**src/assert_macros.svh**
```systemverilog
// Assertion macros shared by the RTL.
// Depends on nothing; include by bare file name.
`ifndef ASSERT_MACROS_SVH
`define ASSERT_MACROS_SVH

// Property checked on every clock edge outside reset.
`define ASSERT_ALWAYS(label, clk, rst, prop, msg) \
   label: assert property (@(posedge clk) disable iff (rst) (prop)) else $error(msg);

// Same-cycle implication outside reset.
`define ASSERT_IMPLY(label, clk, rst, ante, cons, msg) \
   label: assert property (@(posedge clk) disable iff (rst) (ante) |-> (cons)) \
      else $error(msg);

// Next-cycle implication outside reset.
`define ASSERT_NEXT(label, clk, rst, ante, cons, msg) \
   label: assert property (@(posedge clk) disable iff (rst) (ante) |=> (cons)) \
      else $error(msg);

`endif

```
**src/deq_pkg.sv**
```systemverilog
// Types and constants for the double-ended queue.
// Used by the channel interfaces, deq_ctrl and double_ended_queue; no dependencies.
package deq_pkg;

   localparam int REQ_TYPE_W = 3;
   localparam int DIN_W      = 32;
   localparam int DOUT_W     = 32;
   localparam int STATUS_W   = 2;
   localparam int OCC_W      = 5;

   typedef enum logic [REQ_TYPE_W-1:0] {
      REQ_PUSH_HEAD = 3'd0,
      REQ_PUSH_TAIL = 3'd1,
      REQ_POP_HEAD  = 3'd2,
      REQ_POP_TAIL  = 3'd3,
      REQ_PEEK_HEAD = 3'd4,
      REQ_PEEK_TAIL = 3'd5
   } req_code_type;

   typedef enum logic [STATUS_W-1:0] {
      STAT_OK         = 2'd0,
      STAT_POP_EMPTY  = 2'd1,
      STAT_PEEK_EMPTY = 2'd2,
      STAT_PUSH_FULL  = 2'd3
   } status_type;

   typedef enum logic [1:0] {
      S_IDLE = 2'b01,
      S_READ = 2'b10
   } state_type;

   typedef struct packed {
      logic [DOUT_W-1:0] data_out;
      status_type        status;
      logic [OCC_W-1:0]  occupancy;
   } rsp_type;

endpackage

```
**src/deq_req_if.sv**
```systemverilog
// Request channel: valid/ready handshake carrying one deque request.
// Depends on deq_pkg.
interface deq_req_if import deq_pkg::*; ();
   logic                  valid;
   logic                  ready;
   logic [REQ_TYPE_W-1:0] req_type;
   logic [DIN_W-1:0]      data_in;

   modport source (output valid, output req_type, output data_in, input ready);
   modport sink   (input valid, input req_type, input data_in, output ready);
endinterface

```
**src/deq_rsp_if.sv**
```systemverilog
// Response channel: valid/ready handshake carrying one deque result.
// Depends on deq_pkg.
interface deq_rsp_if import deq_pkg::*; ();
   logic                valid;
   logic                ready;
   logic [DOUT_W-1:0]   data_out;
   logic [STATUS_W-1:0] status;
   logic [OCC_W-1:0]    occupancy;

   modport source (output valid, output data_out, output status, output occupancy,
                   input ready);
   modport sink   (input valid, input data_out, input status, input occupancy,
                   output ready);
endinterface

```
**src/deq_ram.sv**
```systemverilog
// Generic simple dual-port RAM: one write port, one registered read port.
// No dependencies.
module deq_ram #(
   parameter int WIDTH = 32,
   parameter int DEPTH = 16
) (
   input  logic                     clock,
   input  logic                     wr_en,
   input  logic [$clog2(DEPTH)-1:0] wr_addr,
   input  logic [WIDTH-1:0]         wr_data,
   input  logic                     rd_en,
   input  logic [$clog2(DEPTH)-1:0] rd_addr,
   output logic [WIDTH-1:0]         rd_data
);

   logic [WIDTH-1:0] mem_ff [DEPTH];
   logic [WIDTH-1:0] rd_data_ff;

   always_ff @(posedge clock) begin
      if (wr_en) begin
         mem_ff[wr_addr] <= wr_data;
      end
      if (rd_en) begin
         rd_data_ff <= mem_ff[rd_addr];
      end
   end

   assign rd_data = rd_data_ff;

endmodule

```
**src/deq_ctrl.sv**
```systemverilog
// Deque control: head/tail indices, count, store access and result register.
// Depends on deq_pkg, deq_req_if, deq_rsp_if and assert_macros.svh.
`include "assert_macros.svh"

module deq_ctrl import deq_pkg::*; #(
   parameter int DEPTH      = 16,
   parameter int DATA_WIDTH = 32
) (
   input  logic                     clock,
   input  logic                     reset,
   deq_req_if.sink                  req_if,
   deq_rsp_if.source                rsp_if,
   output logic                     ram_wr_en,
   output logic [$clog2(DEPTH)-1:0] ram_wr_addr,
   output logic [DATA_WIDTH-1:0]    ram_wr_data,
   output logic                     ram_rd_en,
   output logic [$clog2(DEPTH)-1:0] ram_rd_addr,
   input  logic [DATA_WIDTH-1:0]    ram_rd_data
);

   localparam int IDX_W = $clog2(DEPTH);
   localparam int CNT_W = $clog2(DEPTH + 1);
   localparam logic [IDX_W-1:0] IDX_LAST = IDX_W'(DEPTH - 1);
   localparam logic [CNT_W-1:0] CNT_FULL = CNT_W'(DEPTH);

   state_type        state_ff, state_in;
   logic [IDX_W-1:0] head_ff, head_in;
   logic [IDX_W-1:0] tail_ff, tail_in;
   logic [CNT_W-1:0] count_ff, count_in;
   logic             rsp_valid_ff, rsp_valid_in;
   rsp_type          rsp_ff, rsp_in;

   logic             accept;
   logic             empty;
   logic             full;
   logic [IDX_W-1:0] head_inc, head_dec, tail_inc, tail_dec;
   status_type       status;

   assign req_if.ready = (state_ff == S_IDLE) && (!rsp_valid_ff || rsp_if.ready);
   assign accept       = req_if.valid && req_if.ready;

   assign empty    = (count_ff == '0);
   assign full     = (count_ff == CNT_FULL);
   assign head_inc = (head_ff == IDX_LAST) ? '0 : head_ff + IDX_W'(1);
   assign head_dec = (head_ff == '0) ? IDX_LAST : head_ff - IDX_W'(1);
   assign tail_inc = (tail_ff == IDX_LAST) ? '0 : tail_ff + IDX_W'(1);
   assign tail_dec = (tail_ff == '0) ? IDX_LAST : tail_ff - IDX_W'(1);

   assign ram_wr_data = DATA_WIDTH'(req_if.data_in);

   always_comb begin
      head_in     = head_ff;
      tail_in     = tail_ff;
      count_in    = count_ff;
      status      = STAT_OK;
      ram_wr_en   = 1'b0;
      ram_wr_addr = tail_ff;
      ram_rd_en   = 1'b0;
      ram_rd_addr = head_ff;
      if (accept) begin
         case (req_code_type'(req_if.req_type))
            REQ_PUSH_HEAD: begin
               if (full) begin
                  status = STAT_PUSH_FULL;
               end else begin
                  head_in     = head_dec;
                  ram_wr_en   = 1'b1;
                  ram_wr_addr = head_dec;
                  count_in    = count_ff + CNT_W'(1);
               end
            end
            REQ_PUSH_TAIL: begin
               if (full) begin
                  status = STAT_PUSH_FULL;
               end else begin
                  tail_in     = tail_inc;
                  ram_wr_en   = 1'b1;
                  ram_wr_addr = tail_ff;
                  count_in    = count_ff + CNT_W'(1);
               end
            end
            REQ_POP_HEAD: begin
               if (empty) begin
                  status = STAT_POP_EMPTY;
               end else begin
                  head_in     = head_inc;
                  ram_rd_en   = 1'b1;
                  ram_rd_addr = head_ff;
                  count_in    = count_ff - CNT_W'(1);
               end
            end
            REQ_POP_TAIL: begin
               if (empty) begin
                  status = STAT_POP_EMPTY;
               end else begin
                  tail_in     = tail_dec;
                  ram_rd_en   = 1'b1;
                  ram_rd_addr = tail_dec;
                  count_in    = count_ff - CNT_W'(1);
               end
            end
            REQ_PEEK_HEAD: begin
               if (empty) begin
                  status = STAT_PEEK_EMPTY;
               end else begin
                  ram_rd_en   = 1'b1;
                  ram_rd_addr = head_ff;
               end
            end
            REQ_PEEK_TAIL: begin
               if (empty) begin
                  status = STAT_PEEK_EMPTY;
               end else begin
                  ram_rd_en   = 1'b1;
                  ram_rd_addr = tail_dec;
               end
            end
            default: begin
            end
         endcase
      end
   end

   // Reads hold off the request port in S_READ while the word comes back.
   always_comb begin
      state_in     = state_ff;
      rsp_valid_in = rsp_valid_ff;
      rsp_in       = rsp_ff;
      case (state_ff)
         S_IDLE: begin
            if (accept) begin
               rsp_in.data_out  = '0;
               rsp_in.status    = status;
               rsp_in.occupancy = OCC_W'(count_in);
               rsp_valid_in     = !ram_rd_en;
               if (ram_rd_en) begin
                  state_in = S_READ;
               end
            end else if (rsp_if.ready) begin
               rsp_valid_in = 1'b0;
            end
         end
         S_READ: begin
            rsp_in.data_out = DOUT_W'(ram_rd_data);
            rsp_valid_in    = 1'b1;
            state_in        = S_IDLE;
         end
         default: begin
            state_in = S_IDLE;
         end
      endcase
   end

   always_ff @(posedge clock) begin
      if (reset) begin
         state_ff     <= S_IDLE;
         head_ff      <= '0;
         tail_ff      <= '0;
         count_ff     <= '0;
         rsp_valid_ff <= 1'b0;
      end else begin
         state_ff     <= state_in;
         head_ff      <= head_in;
         tail_ff      <= tail_in;
         count_ff     <= count_in;
         rsp_valid_ff <= rsp_valid_in;
      end
   end

   always_ff @(posedge clock) begin
      rsp_ff <= rsp_in;
   end

   assign rsp_if.valid     = rsp_valid_ff;
   assign rsp_if.data_out  = rsp_ff.data_out;
   assign rsp_if.status    = rsp_ff.status;
   assign rsp_if.occupancy = rsp_ff.occupancy;

   `ASSERT_ALWAYS(a_count_bound, clock, reset, count_ff <= CNT_FULL, "count above depth")
   `ASSERT_ALWAYS(a_port_excl, clock, reset, !(ram_wr_en && ram_rd_en), "read and write together")
   `ASSERT_IMPLY(a_read_slot, clock, reset, state_ff == S_READ, !rsp_valid_ff, "result reg busy")
   `ASSERT_NEXT(a_read_done, clock, reset, state_ff == S_READ, rsp_valid_ff && state_ff == S_IDLE, "read result lost")
   `ASSERT_NEXT(a_quick_rsp, clock, reset, accept && !ram_rd_en, rsp_valid_ff, "result not registered")

endmodule

```
**src/double_ended_queue.sv**
```systemverilog
// Bounded double-ended queue of DEPTH words of DATA_WIDTH bits in a ring store
// (one simple dual-port RAM with registered read). Each request pushes or pops
// at either end, or peeks, and returns one result with the word read, a status
// and the occupancy after the request. Pushes, failed requests and unused codes
// register their result directly; a successful pop or peek waits in S_READ for
// the RAM read, during which the request port is held off. A result left waiting
// in the output register holds off the next request until it is taken. The store
// needs no clearing pass after reset; an entry is only read once it has been written.
// Depends on deq_pkg, deq_req_if, deq_rsp_if, deq_ram and deq_ctrl.
module double_ended_queue import deq_pkg::*; #(
   parameter int DEPTH      = 16,
   parameter int DATA_WIDTH = 32
) (
   input  logic      clock,
   input  logic      reset,
   deq_req_if.sink   req_if,
   deq_rsp_if.source rsp_if
);

   localparam int IDX_W = $clog2(DEPTH);

   logic                  ram_wr_en;
   logic [IDX_W-1:0]      ram_wr_addr;
   logic [DATA_WIDTH-1:0] ram_wr_data;
   logic                  ram_rd_en;
   logic [IDX_W-1:0]      ram_rd_addr;
   logic [DATA_WIDTH-1:0] ram_rd_data;

   deq_ctrl #(
      .DEPTH      (DEPTH),
      .DATA_WIDTH (DATA_WIDTH)
   ) u_ctrl (
      .clock       (clock),
      .reset       (reset),
      .req_if      (req_if),
      .rsp_if      (rsp_if),
      .ram_wr_en   (ram_wr_en),
      .ram_wr_addr (ram_wr_addr),
      .ram_wr_data (ram_wr_data),
      .ram_rd_en   (ram_rd_en),
      .ram_rd_addr (ram_rd_addr),
      .ram_rd_data (ram_rd_data)
   );

   deq_ram #(
      .WIDTH (DATA_WIDTH),
      .DEPTH (DEPTH)
   ) u_store (
      .clock   (clock),
      .wr_en   (ram_wr_en),
      .wr_addr (ram_wr_addr),
      .wr_data (ram_wr_data),
      .rd_en   (ram_rd_en),
      .rd_addr (ram_rd_addr),
      .rd_data (ram_rd_data)
   );

endmodule
```
**src/flat_wrapper.sv**
```systemverilog
// flat-port wrapper written by rule: the top's interface ports become plain ports
module double_ended_queue_flat import deq_pkg::*;
#(
   parameter int DEPTH      = 16,
   parameter int DATA_WIDTH = 32
)
  (clock, reset, req_if_valid, req_if_req_type, req_if_data_in, req_if_ready, rsp_if_valid, rsp_if_data_out, rsp_if_status, rsp_if_occupancy, rsp_if_ready);
  deq_req_if req_if_i ();
  deq_rsp_if rsp_if_i ();
  input  logic clock;
  input  logic reset;
  input wire logic [$bits(req_if_i.valid)-1:0] req_if_valid;
  input wire logic [$bits(req_if_i.req_type)-1:0] req_if_req_type;
  input wire logic [$bits(req_if_i.data_in)-1:0] req_if_data_in;
  output wire logic [$bits(req_if_i.ready)-1:0] req_if_ready;
  output wire logic [$bits(rsp_if_i.valid)-1:0] rsp_if_valid;
  output wire logic [$bits(rsp_if_i.data_out)-1:0] rsp_if_data_out;
  output wire logic [$bits(rsp_if_i.status)-1:0] rsp_if_status;
  output wire logic [$bits(rsp_if_i.occupancy)-1:0] rsp_if_occupancy;
  input wire logic [$bits(rsp_if_i.ready)-1:0] rsp_if_ready;
  assign req_if_i.valid = req_if_valid;
  assign req_if_i.req_type = req_if_req_type;
  assign req_if_i.data_in = req_if_data_in;
  assign req_if_ready = req_if_i.ready;
  assign rsp_if_valid = rsp_if_i.valid;
  assign rsp_if_data_out = rsp_if_i.data_out;
  assign rsp_if_status = rsp_if_i.status;
  assign rsp_if_occupancy = rsp_if_i.occupancy;
  assign rsp_if_i.ready = rsp_if_ready;
  double_ended_queue #(.DEPTH(DEPTH), .DATA_WIDTH(DATA_WIDTH)) u_core (.clock(clock), .reset(reset), .req_if(req_if_i), .rsp_if(rsp_if_i));
endmodule
```
**config.mk**
```make
export PLATFORM = sky130hd
export DESIGN_NAME = double_ended_queue_flat
export DESIGN_NICKNAME = d
export VERILOG_FILES = /design/src/deq_pkg.sv /design/src/deq_req_if.sv /design/src/deq_rsp_if.sv /design/src/deq_ram.sv /design/src/deq_ctrl.sv /design/src/double_ended_queue.sv /design/src/flat_wrapper.sv
export VERILOG_INCLUDE_DIRS = /design/src /design/src/src
export SDC_FILE = /design/constraint.sdc
export NUM_CORES = 1
export LEC_CHECK = 0
export BUFFER_PORTS_ARGS = -buffer_cell sky130_fd_sc_hd__buf_2
export CAP_MARGIN = 5
export CORE_MARGIN = 2
export CORE_UTILIZATION = 30
export CTS_CLUSTER_SIZE = 16
export DETAILED_ROUTE_END_ITERATION = 16
export GPL_TIMING_DRIVEN = 0
export PLACE_DENSITY = 0.51
export SYNTH_ARGS = -nofsm -noshare
export SYNTH_HDL_FRONTEND = slang
export SYNTH_HIERARCHICAL = 1
export SYNTH_SLANG_ARGS = --single-unit
```
**constraint.sdc**
```tcl
create_clock -name clock -period 5.05 [get_ports clock]
set_input_delay 1.01 -clock clock [delete_from_list [all_inputs] [get_ports clock]]
set_output_delay 1.01 -clock clock [all_outputs]
set_load 0.01 [all_outputs]
```
**Word level (Yosys, flattened, before mapping)**

Memories as Yosys holds them, arrays and structs flattened. A register that Yosys moved wholly into a read port is not among the register bits.
Cells that the tools add are included.

- $add $sub $neg: 6
- Eq/ne operators: 16
- Mux-type cells: 37
- Bitwise logic cells: 1
- Reductions and logical operators: 24

Operator list:

| cell | count |
|---|---|
| 32-bit case mux with 2 select lines | 1 |
| 4-bit two-way mux | 14 |
| 39-bit two-way mux | 1 |
| 4-bit case mux with 2 select lines | 2 |
| 5-bit two-way mux | 3 |
| 1-bit two-way mux | 11 |
| 2-bit inequality test (second input constant) | 5 |
| 5-bit case mux with 2 select lines | 1 |
| 2-bit OR reduction | 5 |
| 4-bit by 1-bit adder with 4-bit output (second input constant) | 2 |
| 4-bit equality test (second input constant) | 2 |
| 4-bit zero test | 2 |
| 2-bit AND reduction | 4 |
| 4-bit AND reduction | 2 |
| 4-bit by 1-bit subtractor with 4-bit output (second input constant) | 2 |
| 3-bit by 2-bit equality test with 1-bit output (second input constant) | 2 |
| 3-bit equality test (second input constant) | 2 |
| 2-bit case mux with 3 select lines | 1 |
| 2-bit nonzero test | 3 |
| 5-bit by 1-bit adder with 5-bit output (second input constant) | 1 |
| 5-bit equality test (second input constant) | 1 |
| 5-bit zero test | 1 |
| 5-bit by 1-bit subtractor with 5-bit output (second input constant) | 1 |
| 2-bit two-way mux | 2 |
| other kinds (11) | 13 |

- Register bits after elaboration: 55
- Bits in writable memories: 512
- Input bits: 39
- Memories kept: 1

Memories:

| name | words | width | rd ports | clocked after Yosys merged registers in | write ports | line | text |
|---|---|---|---|---|---|---|---|
| u_core.u_store.mem_ff | 16 | 32 | 1 | 1 | 1 | deq_ram.sv:16 | `logic [WIDTH-1:0] mem_ff [DEPTH];` |

**Depth between registers and ports, before layout**

- Depth after elaboration: 8
- Mapped depth: 13

**Cells and area by module**

The synthesis kept the hierarchy.

Modules (own cells, without submodules):

| module | instances | cells an instance | area an instance (um^2) |
|---|---|---|---|
| deq_ram | 1 | 838 | 20155.6 |
| deq_ctrl | 1 | 276 | 3022.9 |

**Least setup slack after synthesis**

No wires, ideal clock.

- Kind: in2reg
- Start point: in req_if_req_type[2]
- End point: mem u_core.u_store.mem_ff[0][0], enable pin
- Arrival time: 4.681 ns
- Required time: 4.589 ns
- Slack: -0.092 ns
- Cell stages on the path: 5
- Path buffers: 0
- Cells stage by stage: a211o_1 -> nor3_4 -> mux2_1 -> or3b_2 -> nor3_1

- Elaborated cells on any way between the ends: 9
- Those cells by class: eq/ne: 1; mux: 6; reduce/logical: 2

RTL lines:

| what | line | text |
|---|---|---|
| start: declaration | flat_wrapper.sv:13 | `input wire logic [$bits(req_if_i.req_type)-1:0] req_if_req_type;` |
| 3-bit zero test | deq_ctrl.sv:61 | `case (req_code_type'(req_if.req_type))` |
| 4-bit two-way mux | n/a |  |
| 4-bit two-way mux | deq_ctrl.sv:60 | `if (accept) begin` |
| net u_core.ram_wr_addr[3] | double_ended_queue.sv:23 | `logic [IDX_W-1:0] ram_wr_addr;` |
| end: declaration | deq_ram.sv:16 |  |

The timed path passes the listed nets, and every way through them passes these cells.

**Final worst setup path**

- Start point: reg u_core.u_ctrl.count_ff[0]
- End point: reg u_core.u_store.rd_data_ff[30] (netlist: u_core/u_store/rd_data[30]) (read register of u_core.u_store.mem_ff), data pin

- Cells in the longest elaborated chain, start to end: 4
- Elaborated cells on any way between the ends: 7
- Those cells by class: mux: 6; reduce/logical: 1

RTL lines:

| what | line | text |
|---|---|---|
| start: declaration | deq_ctrl.sv:29 | `logic [CNT_W-1:0] count_ff, count_in;` |
| start signal: assignment | deq_ctrl.sv:165 | `count_ff <= count_in;` |
| 5-bit zero test | deq_ctrl.sv:42 | `assign empty = (count_ff == '0);` |
| 1-bit two-way mux (2 in a row) | n/a |  |
| 1-bit two-way mux | deq_ctrl.sv:60 |  |
| net u_core.ram_rd_en | double_ended_queue.sv:25 | `logic ram_rd_en;` |
| end: declaration | deq_ram.sv:17 | `logic [WIDTH-1:0] rd_data_ff;` |

The timed path passes the listed nets, and every way through them passes these cells.
A chain may end at the register's enable or synchronous reset.

==> metrics list <==
- Instance area at placement: 25310 sq um
* Total number of yosys warnings: 6
* Total of flip-flops plus latches after synthesis: 599
- TritonCTS built the clock tree.
- The count of nets left with antenna violations once routing finished came out at 0.
* Portion of the post-synthesis area used by sequential elements: 76.91%
* Io pins: 80
- Critical path endpoint category: flop
* Min Clock Period, post-route: 4541 ps
- Final worst slack: 509.2 ps
* Total Die Area: 79500 sq um
* Y dimension of the die: 282.0 um
* Nets in the synthesized netlist: 1159
- Once detailed placement completed, the half-perimeter wirelength came to 34.26 mm.
- Of the total power, the share spent switching nets is 21.31%.
* Count of hold buffers inserted by post-cts repair: 0
- The share of total power dissipated in sequential elements is 51.4%.
- Summed over all layers, the routed wires come to 52.72 mm.
- After detailed routing, the number of remaining DRC violations is 0.
- The total area inside the core boundary comes to 76200 sq um.
- Clock H-tree levels: 2
* Post-CTS repair timing setup buffer count: 0
- Of the post-synthesis cell area, the dominant cell type holds 75.53%.
* Pre-CTS WS: 7.004 ps
- Of the total synthesized cell area, the portion taken by full adders, half adders and majority gates is 0.3239%.
- The worst setup path is launched from a flop.
- Drt pass-1 iters: 5
- GRT Util Overall: 13.57%
- Number of clock sinks: 599
* Cell Area, Synth: 23180 sq um
- Number of enable-type register cells in the synthesized netlist: 583
- Most common flop cell mapped by yosys: edfxtp_1
- The run finished with clean final reports.
* Number of antenna diodes: 0
- Share of post-route cells with drive strength above 1: 29.24%
* Synthesis-to-finish area growth: 17.88%
- Fin. Hold Viols: 0
- CTS Buffer Depth: 3
* Floorplan die width: 282.0 um
- Post-synthesis share of cell area spent on xor and xnor gates: 0.4426%
* Most area-hungry cell type in the Yosys netlist: edfxtp_1
- Total Nets Final: 1297
* Placement Rows: 101
- Clock transition at the registers of the reported paths: 60 ps
- Number of buffer cells added on primary ports: 47
- The initial utilization of the core area, before any placement, comes to 30.42%.
- By instance count, the leading cell after synthesis is edfxtp_1.
- Ranked by instance count, the synthesized netlist is headed by edfxtp_1 (583), mux4_2 (128), a22oi_1 (64).
* Dominant combinational cell family by area after synthesis: multiplexers
* Synthesized-area fraction occupied by ao, oa, aoi and oai cells: 3.525%
- Summing all non-filler instances in the final layout gives an area of 27320 sq um.
* Number of global-route vias before repair: 11820
- Design Power: 10.79 mW
- The congestion estimate from routability-driven global placement came to 0.7459.
- Required @ worst endpoint: 5410 ps
- Pin count of the biggest net entering global routing: 33
- Along the worst path, the maximum fanout reaches 13.
* Internal power of the cells: 8.488 mW
* Slew HR: 14.07%
* Comb power frac: 6.5%
- Worst-skew pair later-pin latency: 630 ps
- Slew Viols, Final: 0
- The number of gates resized after CTS was 0.
- Final worst-path cycle share: 89.92%
- Setup repair after global routing missed its margin: no
* Mean instance size in the synthesized netlist: 20.81 sq um
- Post-synthesis simple-gate area fraction: 3.579%
* Worst vdd rail ir drop: 0.0002612 V
- Timing would allow up to 220.2 MHz.
* Synth unique cells: 57
- Min-delay worst type: flop to flop
- Setup violations remaining at the end of the flow were counted as 0.
* Wire per inst: 22.60 um
* Top cells by area, synth: edfxtp_1 (76%), mux4_2 (12%), a22oi_1 (2.1%), dfxtp_1 (1.4%), buf_4 (1.3%)
- Power dissipated by switching net loads: 2.298 mW
- Global routing finished with a remaining overflow of 0.
- Start-to-end type of the worst setup path: flop to flop
- Global-route wire length before repair: 78.41 mm
- After synthesis, the share of flip-flops with an asynchronous set or reset is 0%.
- Maximum Capacitance Violations: 0
- Antenna violations before repair: 2
- CTS root buffer: clkbuf_16
- Buffers inserted during clock tree synthesis total 61.
* Pwr per Cell Area: 394.7 nW/um^2
- FILL cells: 7034
- At the pin with the least slew margin, the transition time is 1286 ps.
- Routed vias: 11070
* Arrival @ worst endpoint: 4900 ps
- The clock network burns 42.1% of the power.
- Detailed-route vias per instance: 4.744
- The portion of synthesized area spent on multiplexers is 12.87%.
- Fin Clk Skew: 23.47 ps
- In this run the static leakage power is 8.566 nW.
* Number of cells produced by synthesis: 1114
* Number of DRC markers in iteration 0: 881
==> sequential cells by signal (all words and copies together), names as in the netlist <==
name                            count
u_core/u_ctrl/rsp_if.status         2
u_core/u_store/rd_data             32
u_core/u_ctrl/rsp_if.valid          1
u_core/u_ctrl/rsp_if.data_out      32
u_core/u_ctrl/tail_ff               4
u_core/u_ctrl/rsp_if.occupancy      5
u_core/u_ctrl/state_ff              2
u_core/u_ctrl/count_ff              5
u_core/u_ctrl/head_ff               4
u_core/u_store/mem_ff             512
==> cell usage in the layout, fill, tap and decap left out, drive strengths merged, types with 3 or more instances in the layout <==
cell type / instances
o21ai: 12
nand3b: 4
nand3: 6
buf: 138
nor2b: 7
or3: 3
nand2: 40
clkbuf: 99
a211oi: 3
a22oi: 64
o211ai: 5
nand2b: 5
nor2: 29
clkinv: 27
dfxtp: 16
o21bai: 3
edfxtp: 583
bufinv: 8
xnor2: 8
a21oi: 14
mux2i: 6
inv: 13
nor3: 11
mux4: 128
mux2: 3
and2: 35
a41oi: 3
ha: 6
==> path summary, 6_finish.rpt <==
path | startpoint | to | slack (ps) | depth (start not counted)
hold reg to reg | u_core/u_store/rd_data[5] | u_core/u_ctrl/rsp_if.data_out[5] | 520 | 1
setup reg to reg | u_core/u_ctrl/count_ff[0] | u_core/u_store/rd_data[30] | 510 | 13
hold / removal | u_core/u_store/rd_data[5] | u_core/u_ctrl/rsp_if.data_out[5] | 520 | 1
setup / recovery | u_core/u_ctrl/count_ff[0] | u_core/u_store/rd_data[30] | 510 | 13
==> power by group through the flow <==
stage / logic (mW) / clock network (mW) / registers, mW
floorplan: 0.459 / 0 / 5.66
global placement: 0.691 / 0 / 5.65
detailed placement: 0.723 / 0 / 5.65
CTS: 0.725 / 4.67 / 5.55
global route: 0.772 / 4.86 / 5.55
finish: 0.702 / 4.54 / 5.54
==> cell families (layout without fill, tap and decap cells) <==
logic type / after synthesis / in the layout
flops: 599 / 599
buf+inv: 98 / 287
fa+ha+maj: 6 / 6
compound gates: 113 / 113
xor+xnor: 10 / 10
simple gates: 151 / 151
mux: 137 / 137
==> metal layers <==
metal  global-route usage, %  wire [um]
met5                       0         22
met2                   22.40      25450
met1                   18.02      23310
met4                   3.792       1043
met3                   3.025       2891
==> layout make-up <==
| type | count | area [sq um] | share of cell area (%) |
|---|---|---|---|
| sequential | 599 | 17830 | 65.24 |
| multi-input combinational | 417 | 4925 | 18.02 |
| clock buffer | 75 | 1622 | 5.935 |
| tap | 1030 | 1289 | 4.717 |
| timing repair buffer | 75 | 726.9 | 2.660 |
| buffer | 87 | 501.7 | 1.836 |
| clock inverter | 39 | 391.6 | 1.433 |
| inverter | 11 | 41.29 | 0.1511 |
==> worst max-delay path, stage by stage, from the launching register on <==
cell and delay, ps:
dfxtp_1 390, inv_1 110, ha_1 250, or3b_1 190
buf_6 140, nor2_4 50, nor3_4 770, nand2_4 140
mux2i_1 260, buf_2 410, buf_1 750, mux4_2 420
a22oi_1 250, nand2_1 120
==> per-stage QoR <==
step / TNS, ps / utilization, % / std cells / hold WS, ps
final: 0 / 35.86 / 2333 / 515.5
after global routing: 0 / 35.86 / 2333 / 527.0
after CTS: 0 / 35.86 / 2333 / 517.5
after detailed placement: 0 / 33.22 / 2219 / 504.1
after global placement: -728350 / 32.42 / 2191 / 501.3
after floorplan: 0 / - / 1114 / 496.7
Power figures use the tool's default switching activity.
